**src/rtl/cgns_pkg.sv**
```systemverilog
// Shared types, codes and constants for the cell grid neighbor search block.
package cgns_pkg;

   localparam int IDW = 12;         // atom index width
   localparam int PW = 24;          // coordinate width
   localparam int RW = 12;          // radius width
   localparam int PRW = 10;         // probe radius width
   localparam int CNW = 5;          // cells-per-axis register width
   localparam int STW = 3 * PW + RW;  // one stored atom: x, y, z, radius
   localparam int EDW = 12;         // cell edge width
   localparam int DIV_STEPS = PW;   // one quotient bit per cycle
   localparam int DCW = $clog2(DIV_STEPS);
   localparam int EDGE_BASE = 1536; // 6 angstrom
   localparam int THW = 14;         // r1 + r2 + 2*probe
   localparam int CSR_AW = 5;
   localparam int CSR_DW = 32;

   localparam int DEF_MAX_ATOMS = 4096;
   localparam int DEF_GRID_PER_AXIS = 16;
   localparam int DEF_CELL_SLOTS = 16;
   localparam int DEF_MAX_NEIGHBORS = 64;

   localparam logic [PRW-1:0] PROBE_RESET = 10'd358;
   localparam logic [CNW-1:0] CELLS_RESET = 5'd16;

   localparam logic [2:0] REG_ORIGIN_X = 3'd0;
   localparam logic [2:0] REG_ORIGIN_Y = 3'd1;
   localparam logic [2:0] REG_ORIGIN_Z = 3'd2;
   localparam logic [2:0] REG_PROBE = 3'd3;
   localparam logic [2:0] REG_CELLS_X = 3'd4;
   localparam logic [2:0] REG_CELLS_Y = 3'd5;
   localparam logic [2:0] REG_CELLS_Z = 3'd6;

   typedef enum logic [1:0] {
      OP_CLEAR = 2'd0,
      OP_INSERT = 2'd1,
      OP_QUERY = 2'd2,
      OP_NOP = 2'd3
   } op_type;

   typedef enum logic [1:0] {
      KIND_DONE = 2'd0,
      KIND_NEIGHBOR = 2'd1,
      KIND_FULL = 2'd2,
      KIND_OUTSIDE = 2'd3
   } kind_type;

   typedef struct packed {
      logic signed [PW-1:0] origin_x;
      logic signed [PW-1:0] origin_y;
      logic signed [PW-1:0] origin_z;
      logic [PRW-1:0] probe;
      logic [CNW-1:0] cells_x;
      logic [CNW-1:0] cells_y;
      logic [CNW-1:0] cells_z;
   } cfg_type;

   // controller -> datapath
   typedef struct packed {
      logic load_req;
      logic cap_a;
      logic cap_from_mem;
      logic store_wr;
      logic store_rd_a;
      logic div_start;
      logic fill_rd_ins;
      logic ins_commit;
      logic clr_init;
      logic clr_step;
      logic scan_init;
      logic fill_rd_scan;
      logic latch_fill;
      logic mem_rd;
      logic pos_rd;
      logic sq_calc;
      logic hit_take;
      logic hit_trunc;
      logic slot_next;
      logic cell_next;
      logic out_load;
      kind_type out_kind;
      logic out_pend;
      logic out_last;
   } cmd_type;

   // datapath -> controller
   typedef struct packed {
      op_type op;
      logic id_bad;
      logic div_busy;
      logic outside;
      logic fill_full;
      logic fill_zero;
      logic slot_last;
      logic cell_last;
      logic hit;
      logic cnt_full;
      logic pend_valid;
      logic out_free;
      logic clr_last;
   } sts_type;

endpackage

```
**src/rtl/cgns_ctrl.sv**
```systemverilog
// Controller: sequences clear, insert and query over the datapath.
module cgns_ctrl
   import cgns_pkg::*;
(
   input  logic clock,
   input  logic reset,
   input  logic req_valid,
   output logic req_stall,
   input  sts_type sts,
   output cmd_type cmd
);

   typedef enum logic [4:0] {
      ST_INIT,
      ST_IDLE,
      ST_DISPATCH,
      ST_RD_A,
      ST_DIV,
      ST_DIV_RUN,
      ST_INS_WAIT,
      ST_INS_CHK,
      ST_CLEAR,
      ST_Q_FILL,
      ST_Q_FILLD,
      ST_Q_MEM,
      ST_Q_MEMD,
      ST_Q_POS,
      ST_Q_SUM,
      ST_Q_NEXT,
      ST_Q_END,
      ST_RESP
   } state_type;

   state_type state_ff, state_in;
   kind_type kind_ff, kind_in;
   logic pend_ff, pend_in;
   logic advance;

   always_comb begin
      state_in = state_ff;
      kind_in = kind_ff;
      pend_in = pend_ff;
      cmd = '0;
      cmd.out_kind = KIND_DONE;
      advance = 1'b0;
      req_stall = 1'b1;
      unique case (state_ff)
         ST_INIT: begin
            cmd.clr_step = 1'b1;
            if (sts.clr_last) begin
               state_in = ST_IDLE;
            end
         end
         ST_IDLE: begin
            req_stall = 1'b0;
            if (req_valid) begin
               cmd.load_req = 1'b1;
               state_in = ST_DISPATCH;
            end
         end
         ST_DISPATCH: begin
            pend_in = 1'b0;
            priority if (sts.op == OP_CLEAR) begin
               cmd.clr_init = 1'b1;
               state_in = ST_CLEAR;
            end else if (sts.op == OP_NOP) begin
               kind_in = KIND_DONE;
               state_in = ST_RESP;
            end else if (sts.id_bad) begin
               kind_in = KIND_OUTSIDE;
               state_in = ST_RESP;
            end else if (sts.op == OP_INSERT) begin
               cmd.store_wr = 1'b1;
               cmd.cap_a = 1'b1;
               state_in = ST_DIV;
            end else begin
               cmd.store_rd_a = 1'b1;
               state_in = ST_RD_A;
            end
         end
         ST_RD_A: begin
            cmd.cap_a = 1'b1;
            cmd.cap_from_mem = 1'b1;
            state_in = ST_DIV;
         end
         ST_DIV: begin
            cmd.div_start = 1'b1;
            state_in = ST_DIV_RUN;
         end
         ST_DIV_RUN: begin
            if (!sts.div_busy) begin
               priority if (sts.outside) begin
                  kind_in = KIND_OUTSIDE;
                  state_in = ST_RESP;
               end else if (sts.op == OP_INSERT) begin
                  cmd.fill_rd_ins = 1'b1;
                  state_in = ST_INS_WAIT;
               end else begin
                  cmd.scan_init = 1'b1;
                  state_in = ST_Q_FILL;
               end
            end
         end
         ST_INS_WAIT: begin
            state_in = ST_INS_CHK;
         end
         ST_INS_CHK: begin
            if (sts.fill_full) begin
               kind_in = KIND_FULL;
            end else begin
               cmd.ins_commit = 1'b1;
               kind_in = KIND_DONE;
            end
            state_in = ST_RESP;
         end
         ST_CLEAR: begin
            cmd.clr_step = 1'b1;
            if (sts.clr_last) begin
               kind_in = KIND_DONE;
               state_in = ST_RESP;
            end
         end
         ST_Q_FILL: begin
            cmd.fill_rd_scan = 1'b1;
            state_in = ST_Q_FILLD;
         end
         ST_Q_FILLD: begin
            cmd.latch_fill = 1'b1;
            state_in = sts.fill_zero ? ST_Q_NEXT : ST_Q_MEM;
         end
         ST_Q_MEM: begin
            cmd.mem_rd = 1'b1;
            state_in = ST_Q_MEMD;
         end
         ST_Q_MEMD: begin
            cmd.pos_rd = 1'b1;
            state_in = ST_Q_POS;
         end
         ST_Q_POS: begin
            cmd.sq_calc = 1'b1;
            state_in = ST_Q_SUM;
         end
         ST_Q_SUM: begin
            priority if (!sts.hit) begin
               advance = 1'b1;
            end else if (sts.cnt_full) begin
               cmd.hit_trunc = 1'b1;
               advance = 1'b1;
            end else if (!sts.pend_valid) begin
               cmd.hit_take = 1'b1;
               advance = 1'b1;
            end else if (sts.out_free) begin
               // older neighbor goes out, this one takes its place
               cmd.out_load = 1'b1;
               cmd.out_kind = KIND_NEIGHBOR;
               cmd.out_pend = 1'b1;
               cmd.hit_take = 1'b1;
               advance = 1'b1;
            end else begin
               advance = 1'b0;
            end
            if (advance) begin
               if (sts.slot_last) begin
                  state_in = ST_Q_NEXT;
               end else begin
                  cmd.slot_next = 1'b1;
                  state_in = ST_Q_MEM;
               end
            end
         end
         ST_Q_NEXT: begin
            if (sts.cell_last) begin
               state_in = ST_Q_END;
            end else begin
               cmd.cell_next = 1'b1;
               state_in = ST_Q_FILL;
            end
         end
         ST_Q_END: begin
            kind_in = sts.pend_valid ? KIND_NEIGHBOR : KIND_DONE;
            pend_in = sts.pend_valid;
            state_in = ST_RESP;
         end
         ST_RESP: begin
            if (sts.out_free) begin
               cmd.out_load = 1'b1;
               cmd.out_kind = kind_ff;
               cmd.out_pend = pend_ff;
               cmd.out_last = 1'b1;
               state_in = ST_IDLE;
            end
         end
         default: begin
            state_in = ST_IDLE;
         end
      endcase
   end

   always_ff @(posedge clock) begin
      if (reset) begin
         state_ff <= ST_INIT;
         kind_ff <= KIND_DONE;
         pend_ff <= 1'b0;
      end else begin
         state_ff <= state_in;
         kind_ff <= kind_in;
         pend_ff <= pend_in;
      end
   end

endmodule

```
**config.mk**
```make
export PLATFORM = sky130hd
export DESIGN_NAME = cgns_ctrl
export DESIGN_NICKNAME = d
export VERILOG_FILES = /design/src/rtl/cgns_pkg.sv /design/src/rtl/cgns_ctrl.sv
export SDC_FILE = /design/constraint.sdc
export NUM_CORES = 1
export LEC_CHECK = 0
export BUFFER_PORTS_ARGS = -buffer_cell sky130_fd_sc_hd__buf_2
export CAP_MARGIN = 10
export CORE_MARGIN = 2
export CORE_UTILIZATION = 35
export DETAILED_ROUTE_END_ITERATION = 12
export MAX_ROUTING_LAYER = met4
export PLACE_DENSITY = 0.72
export SLEW_MARGIN = 20
export SYNTH_ARGS = -nofsm -noshare
export SYNTH_HDL_FRONTEND = slang
export SYNTH_SLANG_ARGS = --single-unit
```
**constraint.sdc**
```tcl
create_clock -name clock -period 5.77 [get_ports clock]
set_clock_uncertainty 0.1 [all_clocks]
set_input_delay 0.8655 -clock clock [delete_from_list [all_inputs] [get_ports clock]]
set_output_delay 0.8655 -clock clock [all_outputs]
set_load 0.02 [all_outputs]
```
Word level (Yosys, flattened, before mapping)
Cells that the tools add are included.

Eq/ne operators: 28. Multiplexer cells: 77. Reduce and logical (&&, ||, !) cells: 8.

Operators by type and width (number): one-hot mux 5 bit (17 select lines) (1); 2-to-1 mux 5 bit (12); == test 5 x 4 -> 1 bit (second input constant) (8); 2-to-1 mux 1 bit (39); 2-to-1 mux 2 bit (12); == test 5 x 3 -> 1 bit (second input constant) (4); 2-to-1 mux 4 bit (5); != test 2 bit (second input constant) (8); 2-to-1 mux 3 bit (4); AND reduction 6 bit (2); == test 5 x 2 -> 1 bit (second input constant) (2); == test 5 bit (second input constant) (2); one-hot mux 2 bit (5 select lines) (1); one-hot mux 4 bit (2 select lines) (1); == test 5 x 1 -> 1 bit (second input constant) (1); logical NOT 5 bit (1); nonzero test 5 bit (1); one-hot mux 1 bit (2 select lines) (2); OR reduction 2 bit (2); != test 3 bit (second input constant) (1); == test 2 x 1 -> 1 bit (second input constant) (1); == test 2 bit (second input constant) (1); logical NOT 2 bit (1); nonzero test 2 bit (1).

Output and inout port bits: 26. Bits of input ports: 17. Flip-flop bits (word level): 8.

Depth between registers and ports, before layout
Gate-level depths: netlist of the first run.

Depth after elaboration: 7. Depth in mapped cells: 7. Mapped depth without buffers: 5.

Worst setup path after synthesis of the first run
Ideal clock, no wire load.

Path type: register to output. Start: reg state_ff[1]. End: out cmd[23] (netlist bit). Stages on the path, launching flop included: 7. Path buffers: 2. Slack: 2.718 ns. Data arrival time: 2.086 ns. Path through: dfxtp_1 -> buf_4 -> or3b_4 -> or3_1 -> buf_6 -> nor3_1 -> or2_2.

RTL lines: start: declaration (RTL line cgns_ctrl.sv:34) `state_type state_ff, state_in;`; start signal: assignment (RTL line cgns_ctrl.sv:205) `state_ff <= state_in;`; end: declaration (RTL line cgns_ctrl.sv:10) `output cmd_type cmd`.

==> results of run 1 <==
-- logic make-up after synthesis --
logic type	count (synthesis)
simple gates	80
compound gates	43
buf+inv	22
flops	8
xor+xnor	3
mux	1
fa+ha+maj	1
-- power groups by stage --
| stage | Clock, mW | Sequential, mW | Combinational, mW |
|---|---|---|---|
| after floorplan | 0 | 0.0813 | 0.190 |
| after global placement | 0 | 0.117 | 0.202 |
| after detailed placement | 0 | 0.118 | 0.201 |
| after CTS | 0.0418 | 0.117 | 0.201 |
| after global routing | 0.0458 | 0.123 | 0.220 |
| final | 0.0404 | 0.118 | 0.203 |
-- metal layers --
layer  GRT usage (%)  part of all wire, %  vias up
met2            27.5                   47       56
met4            2.92                  1.4        0
met5               -                    0        -
met3            3.71                  6.9        5
li1                -                    -      650
met1            25.3                   45      607
-- cells in the mapped netlist (4+ instances only) --
library cell	instances
sky130_fd_sc_hd__nor2_1	14
sky130_fd_sc_hd__buf_2	4
sky130_fd_sc_hd__a21oi_1	10
sky130_fd_sc_hd__o21ai_0	4
sky130_fd_sc_hd__nand2_1	15
sky130_fd_sc_hd__nor2b_1	8
sky130_fd_sc_hd__or2_2	4
sky130_fd_sc_hd__nor3_1	12
sky130_fd_sc_hd__dfxtp_1	8
sky130_fd_sc_hd__nor4_1	5
sky130_fd_sc_hd__a211oi_1	7
sky130_fd_sc_hd__nand3_1	5
sky130_fd_sc_hd__inv_1	7
-- flip-flops by register name, indices dropped and copies added, names as in the netlist --
| signal | cells |
|---|---|
| pend_ff | 1 |
| state_ff | 5 |
| kind_ff | 2 |
-- per-stage QoR --
stage               instance area [um^2]  std cells
detailed placement                  1240        219
finish                              1260        222
global route                        1260        222
floorplan                           1070        158
global placement                    1240        219
CTS                                 1260        222
-- final cells by class --
class	count	area (um^2)	area share, %
tap	33	41.3	3.27
timing repair buffer	42	210	16.6
inverter	8	30.0	2.38
clock buffer	3	22.5	1.78
sequential	8	160	12.7
multi-input combinational	128	800	63.3
-- worst paths after layout --
path | depth (start not counted) | from | to
min reg2reg | 2 | kind_ff[1]$_SDFFE_PP0P_ | kind_ff[1]$_SDFFE_PP0P_
max | 5 | state_ff[1]$_SDFFE_PP0P_ | cmd[23]
min | 2 | kind_ff[1]$_SDFFE_PP0P_ | kind_ff[1]$_SDFFE_PP0P_
max reg2reg | 5 | state_ff[4]$_SDFFE_PP0P_ | kind_ff[0]$_SDFFE_PP0P_
-- tightest hold or removal path, stage by stage, from the launching register on --
cell	delay, ps
sky130_fd_sc_hd__dfxtp_1	300
sky130_fd_sc_hd__nor2_1	100
sky130_fd_sc_hd__a211oi_1	50
==> metrics.log, run 1 <==
[metrics] total via count in the routed design: around 1.3k
[metrics] total global routing overflow: 0
[metrics] count of flip-flops with a built-in enable after synthesis: 0
[metrics] Seq cells post-synth: 8
[metrics] CTS Buf Count: 3
[metrics] final sum of negative setup slack: 0 ps
[metrics] Crit path largest cell delay: about 680 ps
[metrics] proportion of power drawn by the clock network: between 10 and 15%
[metrics] worst skew pair latency: 240 ps
[metrics] most area-consuming cells after synthesis: sky130_fd_sc_hd__dfxtp_1 15%, sky130_fd_sc_hd__nor3_1 5.6%, sky130_fd_sc_hd__nand2_1 5.3%
[metrics] worst hold path class: flip-flop to flip-flop
[metrics] final core utilization: 42.4%
[metrics] YS warnings: 0
[metrics] First-pass DRT Iterations: 4
[metrics] Rows: 20
[metrics] predominant post-synthesis flop cell: sky130_fd_sc_hd__dfxtp_1
[metrics] filler instances: 316
[metrics] growth of design area from synthesis to finish: 18.3%
[metrics] combinational family with the most area after synthesis: simple AND/OR/NAND/NOR gates
[metrics] Initial DRC Count: 59
[metrics] GRT Util Overall: ~18%
[metrics] highest-count cells in the layout ignoring fill and taps: 42 x sky130_fd_sc_hd__buf_2, 15 x sky130_fd_sc_hd__nand2_1, 14 x sky130_fd_sc_hd__nor2_1, 12 x sky130_fd_sc_hd__nor3_1, 10 x sky130_fd_sc_hd__a21oi_1
[metrics] via/cell ratio: roughly 6
[metrics] deepest clock path buffer count: 2
[metrics] Worst Hold Slack: 400 ps
[metrics] min Tclk post-route: 3380 ps
[metrics] Total Die Area: 3510 um^2
[metrics] Clock Root Buffer: sky130_fd_sc_hd__clkbuf_4
[metrics] relative contribution of sequential cells to total power: between 30% and 40%
[metrics] cell-internal power: 0.180 mW
[metrics] antenna viol nets, final: 0
[metrics] fraction of the mapped netlist area in compound gates: 28.9%
[metrics] Starting Density: 35.9%
[metrics] arrival time worst endpoint: 2410 ps
[metrics] DR WL/cell: around 14 um
[metrics] fraction of final layout cells with drive strength greater than 1: 28.6%
[metrics] post-synth design cell area: 1070 um^2
[metrics] number of global-route vias before repair: 1075
[metrics] Post-Route WL: 3030 um
[metrics] final worst slack: 2390 ps
[metrics] buffer and inverter count on the worst path: 1
[metrics] xor and xnor area share after synthesis: 2.46%
[metrics] clock tree from TritonCTS: built
[metrics] largest net degree at the start of global routing: 26
[metrics] Crit Path Max Fanout: 18
[metrics] number of hold violations in the final report: 0
[metrics] die extent in y: 59.3 um
[metrics] diodes inserted: 0
[metrics] unrepaired setup endpoints after global routing: no
[metrics] top cell type by total area after synthesis: sky130_fd_sc_hd__dfxtp_1
[metrics] cell count after synthesis: 158
[metrics] clock transition at the registers of the reported paths: 50 ps
[metrics] count of port buffers added during placement: 42
[metrics] Post-Place Setup Slack: 2670 ps
[metrics] final cycle utilization of the critical path: 58.5%
[metrics] pins over their slew limit: 0
[metrics] kind of critical path: flip-flop to output port
[metrics] Top Ports: between 40 and 50
[metrics] result of the run: finished clean
[metrics] initial antenna violation count: 0
[metrics] register-to-register path setup slack: 3160 ps
[metrics] clock sinks: 8
[metrics] Slew Limit Headroom: 39.3%
[metrics] Post-CTS Hold Buffers: 0
[metrics] fraction of the yosys area taken by sequential cells: between 10% and 20%
[metrics] portion of netlist area occupied by mux cells: less than 1%
[metrics] total nets after synthesis: around 180
[metrics] critical path required time: between 4000 and 5000 ps
[metrics] power density of the placed cells: 286 nW/um^2
[metrics] Unique masters post-synth: 49
[metrics] post-synthesis share of cell area spent on and, or, nand and nor gates: 41.6%
[metrics] global-route wire length before repair: 4890 um
[metrics] type of destination of the critical path: output port
[metrics] VDD IR-drop max: ~160 uV
[metrics] CP Cell Sequence: or3b_4, or3_1, nor3_1, or2_2, buf_2
[metrics] net switching fraction of the power: 50.1%
[metrics] power share of the combinational group: 56.2%
[metrics] final net count: 208
[metrics] total design power: 0.361 mW
[metrics] Avg Synthesized Cell Area: 6.76 um^2
[metrics] Die Wd: just under 60 um
[metrics] Post CTS Setup Buffer Count: 0
[metrics] Core Region: 2980 um^2
[metrics] number of endpoints failing setup at the final stage: 0
[metrics] Net Sw Power: 0.181 mW
[metrics] commonest non-fill, non-tap cell in the layout: sky130_fd_sc_hd__buf_2
[metrics] number of max-cap violations: 0
[metrics] slowest cell on the critical path: sky130_fd_sc_hd__dfxtp_1
[metrics] post-synthesis share of cell area spent on full adders, half adders and majority gates: 0.937%
[metrics] half-perimeter wire length after detailed placement: 2360 um
[metrics] CTS-repair resized insts: 0
[metrics] number of H-tree levels: 1
[metrics] highest attainable clock frequency: around 300 MHz
[metrics] Final Wtd Congestion: 0.983
[metrics] CP Launch Type: flip-flop
[metrics] largest delay contributor family on the critical path: simple AND/OR/NAND/NOR gates
[metrics] share of async-settable or async-resettable flops after synthesis: 0%
[metrics] leakage power: 0.536 nW
[metrics] transition time of the tightest slew-check pin: 888 ps
[metrics] fraction of synthesized cell area taken by the top area cell type: approximately 15%
[metrics] DRC viols: 0
Power figures use the tool's default switching activity.
==> run 2: changes to the inputs <==
- ABC_AREA: default -> 1
- PLACE_DENSITY: 0.72 -> 0.71
- clock period: 5.77 -> 3.3 ns (I/O delays scaled with it)
==> run 2 against run 1 <==
  * Power rose by 59%
  * First-iteration DRC count rose by 54%
  * Critical path depth rose by 2
  * Combinational power rose by 76%
  * Clock-buffer cell count did not move
  * Register-to-register slack got worse by 1700 ps
  * Die area rose by 4.2%
  * Worst hold slack got worse by 6.2 ps
  * Critical endpoint is now cmd[18]
  * Via count rose by 7.1%
  * Sequential power rose by 19%
==> metrics.log, run 2 <==
[metrics] result of the run: finished clean (unchanged)
[metrics] number of endpoints failing setup at the final stage: 0 (unchanged)
[metrics] fraction of synthesized cell area taken by the top area cell type: 17.5% (was 15.0%)
[metrics] power share of the combinational group: 62.3% (was 56.2%)
[metrics] transition time of the tightest slew-check pin: 435 ps (was 888 ps)
[metrics] number of H-tree levels: 1 (unchanged)
[metrics] initial antenna violation count: 0 (unchanged)
[metrics] number of global-route vias before repair: 1217 (was 1075)
[metrics] global-route wire length before repair: 5250 um (was 4890 um)
[metrics] fraction of the mapped netlist area in compound gates: 6.16% (was 28.9%)
[metrics] commonest non-fill, non-tap cell in the layout: sky130_fd_sc_hd__nand2_1 (was sky130_fd_sc_hd__buf_2)
[metrics] post-synth design cell area: 1120 um^2 (was 1070 um^2)
[metrics] post-synthesis share of cell area spent on and, or, nand and nor gates: 63.2% (was 41.6%)
[metrics] worst skew pair latency: 250 ps (was 240 ps)
[metrics] terminus of the critical flop-to-flop path: kind_ff[0]$_SDFFE_PP0P_ (unchanged)
[metrics] diodes inserted: 0 (unchanged)
[metrics] GRT Util Overall: 19.2% (was 18.2%)
[metrics] CTS Buf Count: 3 (unchanged)
[metrics] relative contribution of sequential cells to total power: 24.4% (was 32.6%)
[metrics] Crit Path Max Fanout: 8 (was 18)
[metrics] net switching fraction of the power: 53.3% (was 50.1%)
[metrics] number of hold violations in the final report: 0 (unchanged)
[metrics] Post-Route WL: 3230 um (was 3030 um)
[metrics] DR WL/cell: 11.1 um (was 13.7 um)
[metrics] antenna viol nets, final: 0 (unchanged)
[metrics] count of port buffers added during placement: 42 (unchanged)
[metrics] CP Launch Type: flip-flop (unchanged)
[metrics] Total Die Area: 3660 um^2 (was 3510 um^2)
[metrics] cell count after synthesis: 205 (was 158)
[metrics] top cell types by occurrence after synthesis: 52 x sky130_fd_sc_hd__nand2_1, 35 x sky130_fd_sc_hd__inv_1, 35 x sky130_fd_sc_hd__nor2_1, 23 x sky130_fd_sc_hd__nand3_1 (was 15 x sky130_fd_sc_hd__nand2_1, 14 x sky130_fd_sc_hd__nor2_1, 12 x sky130_fd_sc_hd__nor3_1, 10 x sky130_fd_sc_hd__a21oi_1)
[metrics] Post-Place Setup Slack: 1300 ps (was 2670 ps)
[metrics] xor and xnor area share after synthesis: 0% (was 2.46%)
[metrics] final worst slack: 1010 ps (was 2390 ps)
[metrics] leakage power: 0.871 nW (was 0.536 nW)
[metrics] First-pass DRT Iterations: 4 (unchanged)
[metrics] Initial DRC Count: 91 (was 59)
[metrics] portion of netlist area occupied by mux cells: 0% (was 0.937%)
[metrics] GR Layer Usage met1: 26.6% (was 25.3%)
[metrics] Slew Limit Headroom: 71.0% (was 39.3%)
[metrics] largest net degree at the start of global routing: 10 (was 26)
[metrics] half-perimeter wire length after detailed placement: 2790 um (was 2360 um)
[metrics] Reg area: 160 um^2 (unchanged)
[metrics] via/cell ratio: 4.85 (was 5.94)
[metrics] most area-consuming cells after synthesis: sky130_fd_sc_hd__nand2_1 17%, sky130_fd_sc_hd__dfxtp_1 14%, sky130_fd_sc_hd__inv_1 12% (was sky130_fd_sc_hd__dfxtp_1 15%, sky130_fd_sc_hd__nor3_1 5.6%, sky130_fd_sc_hd__nand2_1 5.3%)
[metrics] cell-internal power: 0.267 mW (was 0.180 mW)
[metrics] Starting Density: 36.6% (was 35.9%)
[metrics] fraction of met2 tracks used by global routing: 28.6% (was 27.5%)
[metrics] YS warnings: 0 (unchanged)
[metrics] clock sinks: 8 (unchanged)
[metrics] Core Region: 3050 um^2 (was 2980 um^2)
[metrics] share of async-settable or async-resettable flops after synthesis: 0% (unchanged)
[metrics] final cycle utilization of the critical path: ~69%
[metrics] highest-count cells in the layout ignoring fill and taps: 52 x sky130_fd_sc_hd__nand2_1, 42 x sky130_fd_sc_hd__buf_2, 35 x sky130_fd_sc_hd__inv_1, 35 x sky130_fd_sc_hd__nor2_1, 23 x sky130_fd_sc_hd__nand3_1 (was 42 x sky130_fd_sc_hd__buf_2, 15 x sky130_fd_sc_hd__nand2_1, 14 x sky130_fd_sc_hd__nor2_1, 12 x sky130_fd_sc_hd__nor3_1, 10 x sky130_fd_sc_hd__a21oi_1)
[metrics] final sum of negative setup slack: 0 ps (unchanged)
[metrics] register-to-register path setup slack: 1510 ps (was 3160 ps)
[metrics] power density of the placed cells: 416 nW/um^2 (was 286 nW/um^2)
[metrics] Top Ports: 43 (unchanged)
[metrics] Post-CTS Hold Buffers: 0 (unchanged)
[metrics] met3 Resource Use GR: 4.48% (was 3.71%)
[metrics] growth of design area from synthesis to finish: 23.1% (was 18.3%)
[metrics] type of destination of the critical path: output port (unchanged)
[metrics] proportion of power drawn by the clock network: 13.2% (was 11.2%)
[metrics] clock transition at the registers of the reported paths: 50 ps (about the same)
[metrics] worst hold path cell count: 2 (unchanged)
[metrics] fraction of the yosys area taken by sequential cells: 14.3% (was 15.0%)
[metrics] clock tree from TritonCTS: built (unchanged)
[metrics] top cell type by total area after synthesis: sky130_fd_sc_hd__nand2_1 (was sky130_fd_sc_hd__dfxtp_1)
[metrics] total global routing overflow: 0 (unchanged)
[metrics] number of max-cap violations: 0 (unchanged)
[metrics] die extent in y: 60.5 um (was 59.3 um)
[metrics] combinational family with the most area after synthesis: simple AND/OR/NAND/NOR gates (unchanged)
[metrics] number of flip-flops in the largest register: 5 (unchanged)
[metrics] DRC viols: 0 (unchanged)
[metrics] multi-input gate area in the final layout: 774 um^2 (was 800 um^2)
[metrics] Unique masters post-synth: 25 (was 49)
[metrics] Die Wd: 60.5 um (was 59.3 um)
[metrics] count of flip-flops with a built-in enable after synthesis: 0 (unchanged)
[metrics] Post CTS Setup Buffer Count: 0 (unchanged)
[metrics] post-synthesis share of cell area spent on full adders, half adders and majority gates: 0% (was 0.937%)
[metrics] largest registers: state_ff: 5 flops, kind_ff: 2 flops, pend_ff: 1 flops (unchanged)
[metrics] fraction of final layout cells with drive strength greater than 1: 27.9% (was 28.6%)
[metrics] Avg Synthesized Cell Area: 5.45 um^2 (was 6.76 um^2)
[metrics] worst hold path class: flip-flop to flip-flop (unchanged)
[metrics] Endpoint, Worst Hold: pend_ff$_SDFFE_PP0P_ (was kind_ff[1]$_SDFFE_PP0P_)
[metrics] Critical R2R Launch: state_ff[3]$_SDFFE_PP0P_ (was state_ff[4]$_SDFFE_PP0P_)
[metrics] busiest layer in global routing: met2 (unchanged)
[metrics] min Tclk post-route: between 2000 and 2500 ps
[metrics] highest attainable clock frequency: 437 MHz
[metrics] filler instances: 372 (was 316)
[metrics] kind of critical path: flip-flop to output port (unchanged)
[metrics] arrival time worst endpoint: 1690 ps (was 2410 ps)
[metrics] register containing the most flip-flops in the final layout: state_ff (unchanged)
[metrics] total via count in the routed design: 1411 (was 1318)
[metrics] predominant post-synthesis flop cell: sky130_fd_sc_hd__dfxtp_1 (unchanged)
[metrics] Final Wtd Congestion: 0.917 (was 0.983)
[metrics] most instantiated library cell after synthesis: sky130_fd_sc_hd__nand2_1 (unchanged)
[metrics] critical path required time: 2700 ps (was 4800 ps)
[metrics] VDD IR-drop max: 240 uV (was 164 uV)
[metrics] Rows: 20 (unchanged)
[metrics] Clock Root Buffer: sky130_fd_sc_hd__clkbuf_4 (unchanged)
[metrics] pins over their slew limit: 0 (unchanged)
[metrics] hold_sp: pend_ff$_SDFFE_PP0P_ (was kind_ff[1]$_SDFFE_PP0P_)
[metrics] Net Sw Power: 0.305 mW (was 0.181 mW)
[metrics] final net count: 266 (was 208)
[metrics] unrepaired setup endpoints after global routing: no (unchanged)
[metrics] length in cells of the worst reg-to-reg path: 9 (was 5)
[metrics] deepest clock path buffer count: 2 (unchanged)
[metrics] total nets after synthesis: 222 (was 175)
[metrics] Seq cells post-synth: 8 (unchanged)
[metrics] CTS-repair resized insts: 0 (unchanged)
==> run 2: cell types whose count changed after synthesis, sizes merged, moves of 5 or more <==
cell,previous run,this run
nand2,15,57
nand3,5,26
nor2b,8,0
nor2,14,43
inv,7,40
a211oi,7,0
buf,10,3
nor4,6,1
==> run 2: final cells by class <==
type | instances | area share (%)
multi-input cells | 154 | 56.3
inverters | 40 | 11.1
repair buffers | 42 | 15.3
flip-flops and latches | 8 | 11.6
well taps | 44 | 4.00
clock buffers | 3 | 1.64
==> run 2: kinds of logic (layout without fill, tap and decap cells) <==
family | after synthesis | after routing
AO/OA/AOI/OAI | 12 | 12
buffers and inverters | 43 | 85
flip-flops | 8 | 8
AND/OR/NAND/NOR | 142 | 142
==> run 2: worst max path at each step <==
| stage | startpoint | to | slack (ps) | cells after the start |
|---|---|---|---|---|
| global route | state_ff[4]$_SDFFE_PP0P_ | cmd[1] | 860 | 6 |
| finish | state_ff[2]$_SDFFE_PP0P_ | cmd[18] | 1010 | 7 |
| global placement | state_ff[0]$_SDFFE_PP0P_ | cmd[2] | 1320 | 7 |
| CTS | state_ff[2]$_SDFFE_PP0P_ | cmd[18] | 1020 | 7 |
| detailed placement | state_ff[2]$_SDFFE_PP0P_ | cmd[18] | 1300 | 7 |
| floorplan | state_ff[0]$_SDFFE_PP0P_ | cmd[2] | 1050 | 6 |
==> run 2: layer usage <==
layer / vias up / share of wire, %
li1: 724 / -
met1: 621 / 47
met2: 62 / 43
met3: 4 / 9.8
met4: 0 / 1.1
met5: - / 0
==> run 2: power by group through the flow <==
stage	Clock (mW)	Sequential, mW	Combinational [mW]
floorplan	0	0.132	0.271
global placement	0	0.142	0.353
detailed placement	0	0.142	0.354
CTS	0.0766	0.140	0.355
global route	0.0845	0.142	0.396
finish	0.0758	0.140	0.357
==> run 2: worst max-delay path, stage by stage (launching register included) <==
cell and delay (ps):
sky130_fd_sc_hd__dfxtp_1 560, sky130_fd_sc_hd__nand2_2 150, sky130_fd_sc_hd__nor2_4 150, sky130_fd_sc_hd__nand2_4 100, sky130_fd_sc_hd__inv_2 100, sky130_fd_sc_hd__nand2_1 70, sky130_fd_sc_hd__nor3_1 120, sky130_fd_sc_hd__buf_2 190
==> run 2: per-stage QoR <==
stage               area, um^2  total power, mW  std cells  utilization (%)  hold slack [ps]
global route              1380            0.622        291             45.0              413
floorplan                 1120            0.403        205                -              351
finish                    1380            0.572        291             45.0              394
global placement          1350            0.496        288             44.3              375
CTS                       1380            0.572        291             45.0              391
detailed placement        1350            0.496        288             44.3              381
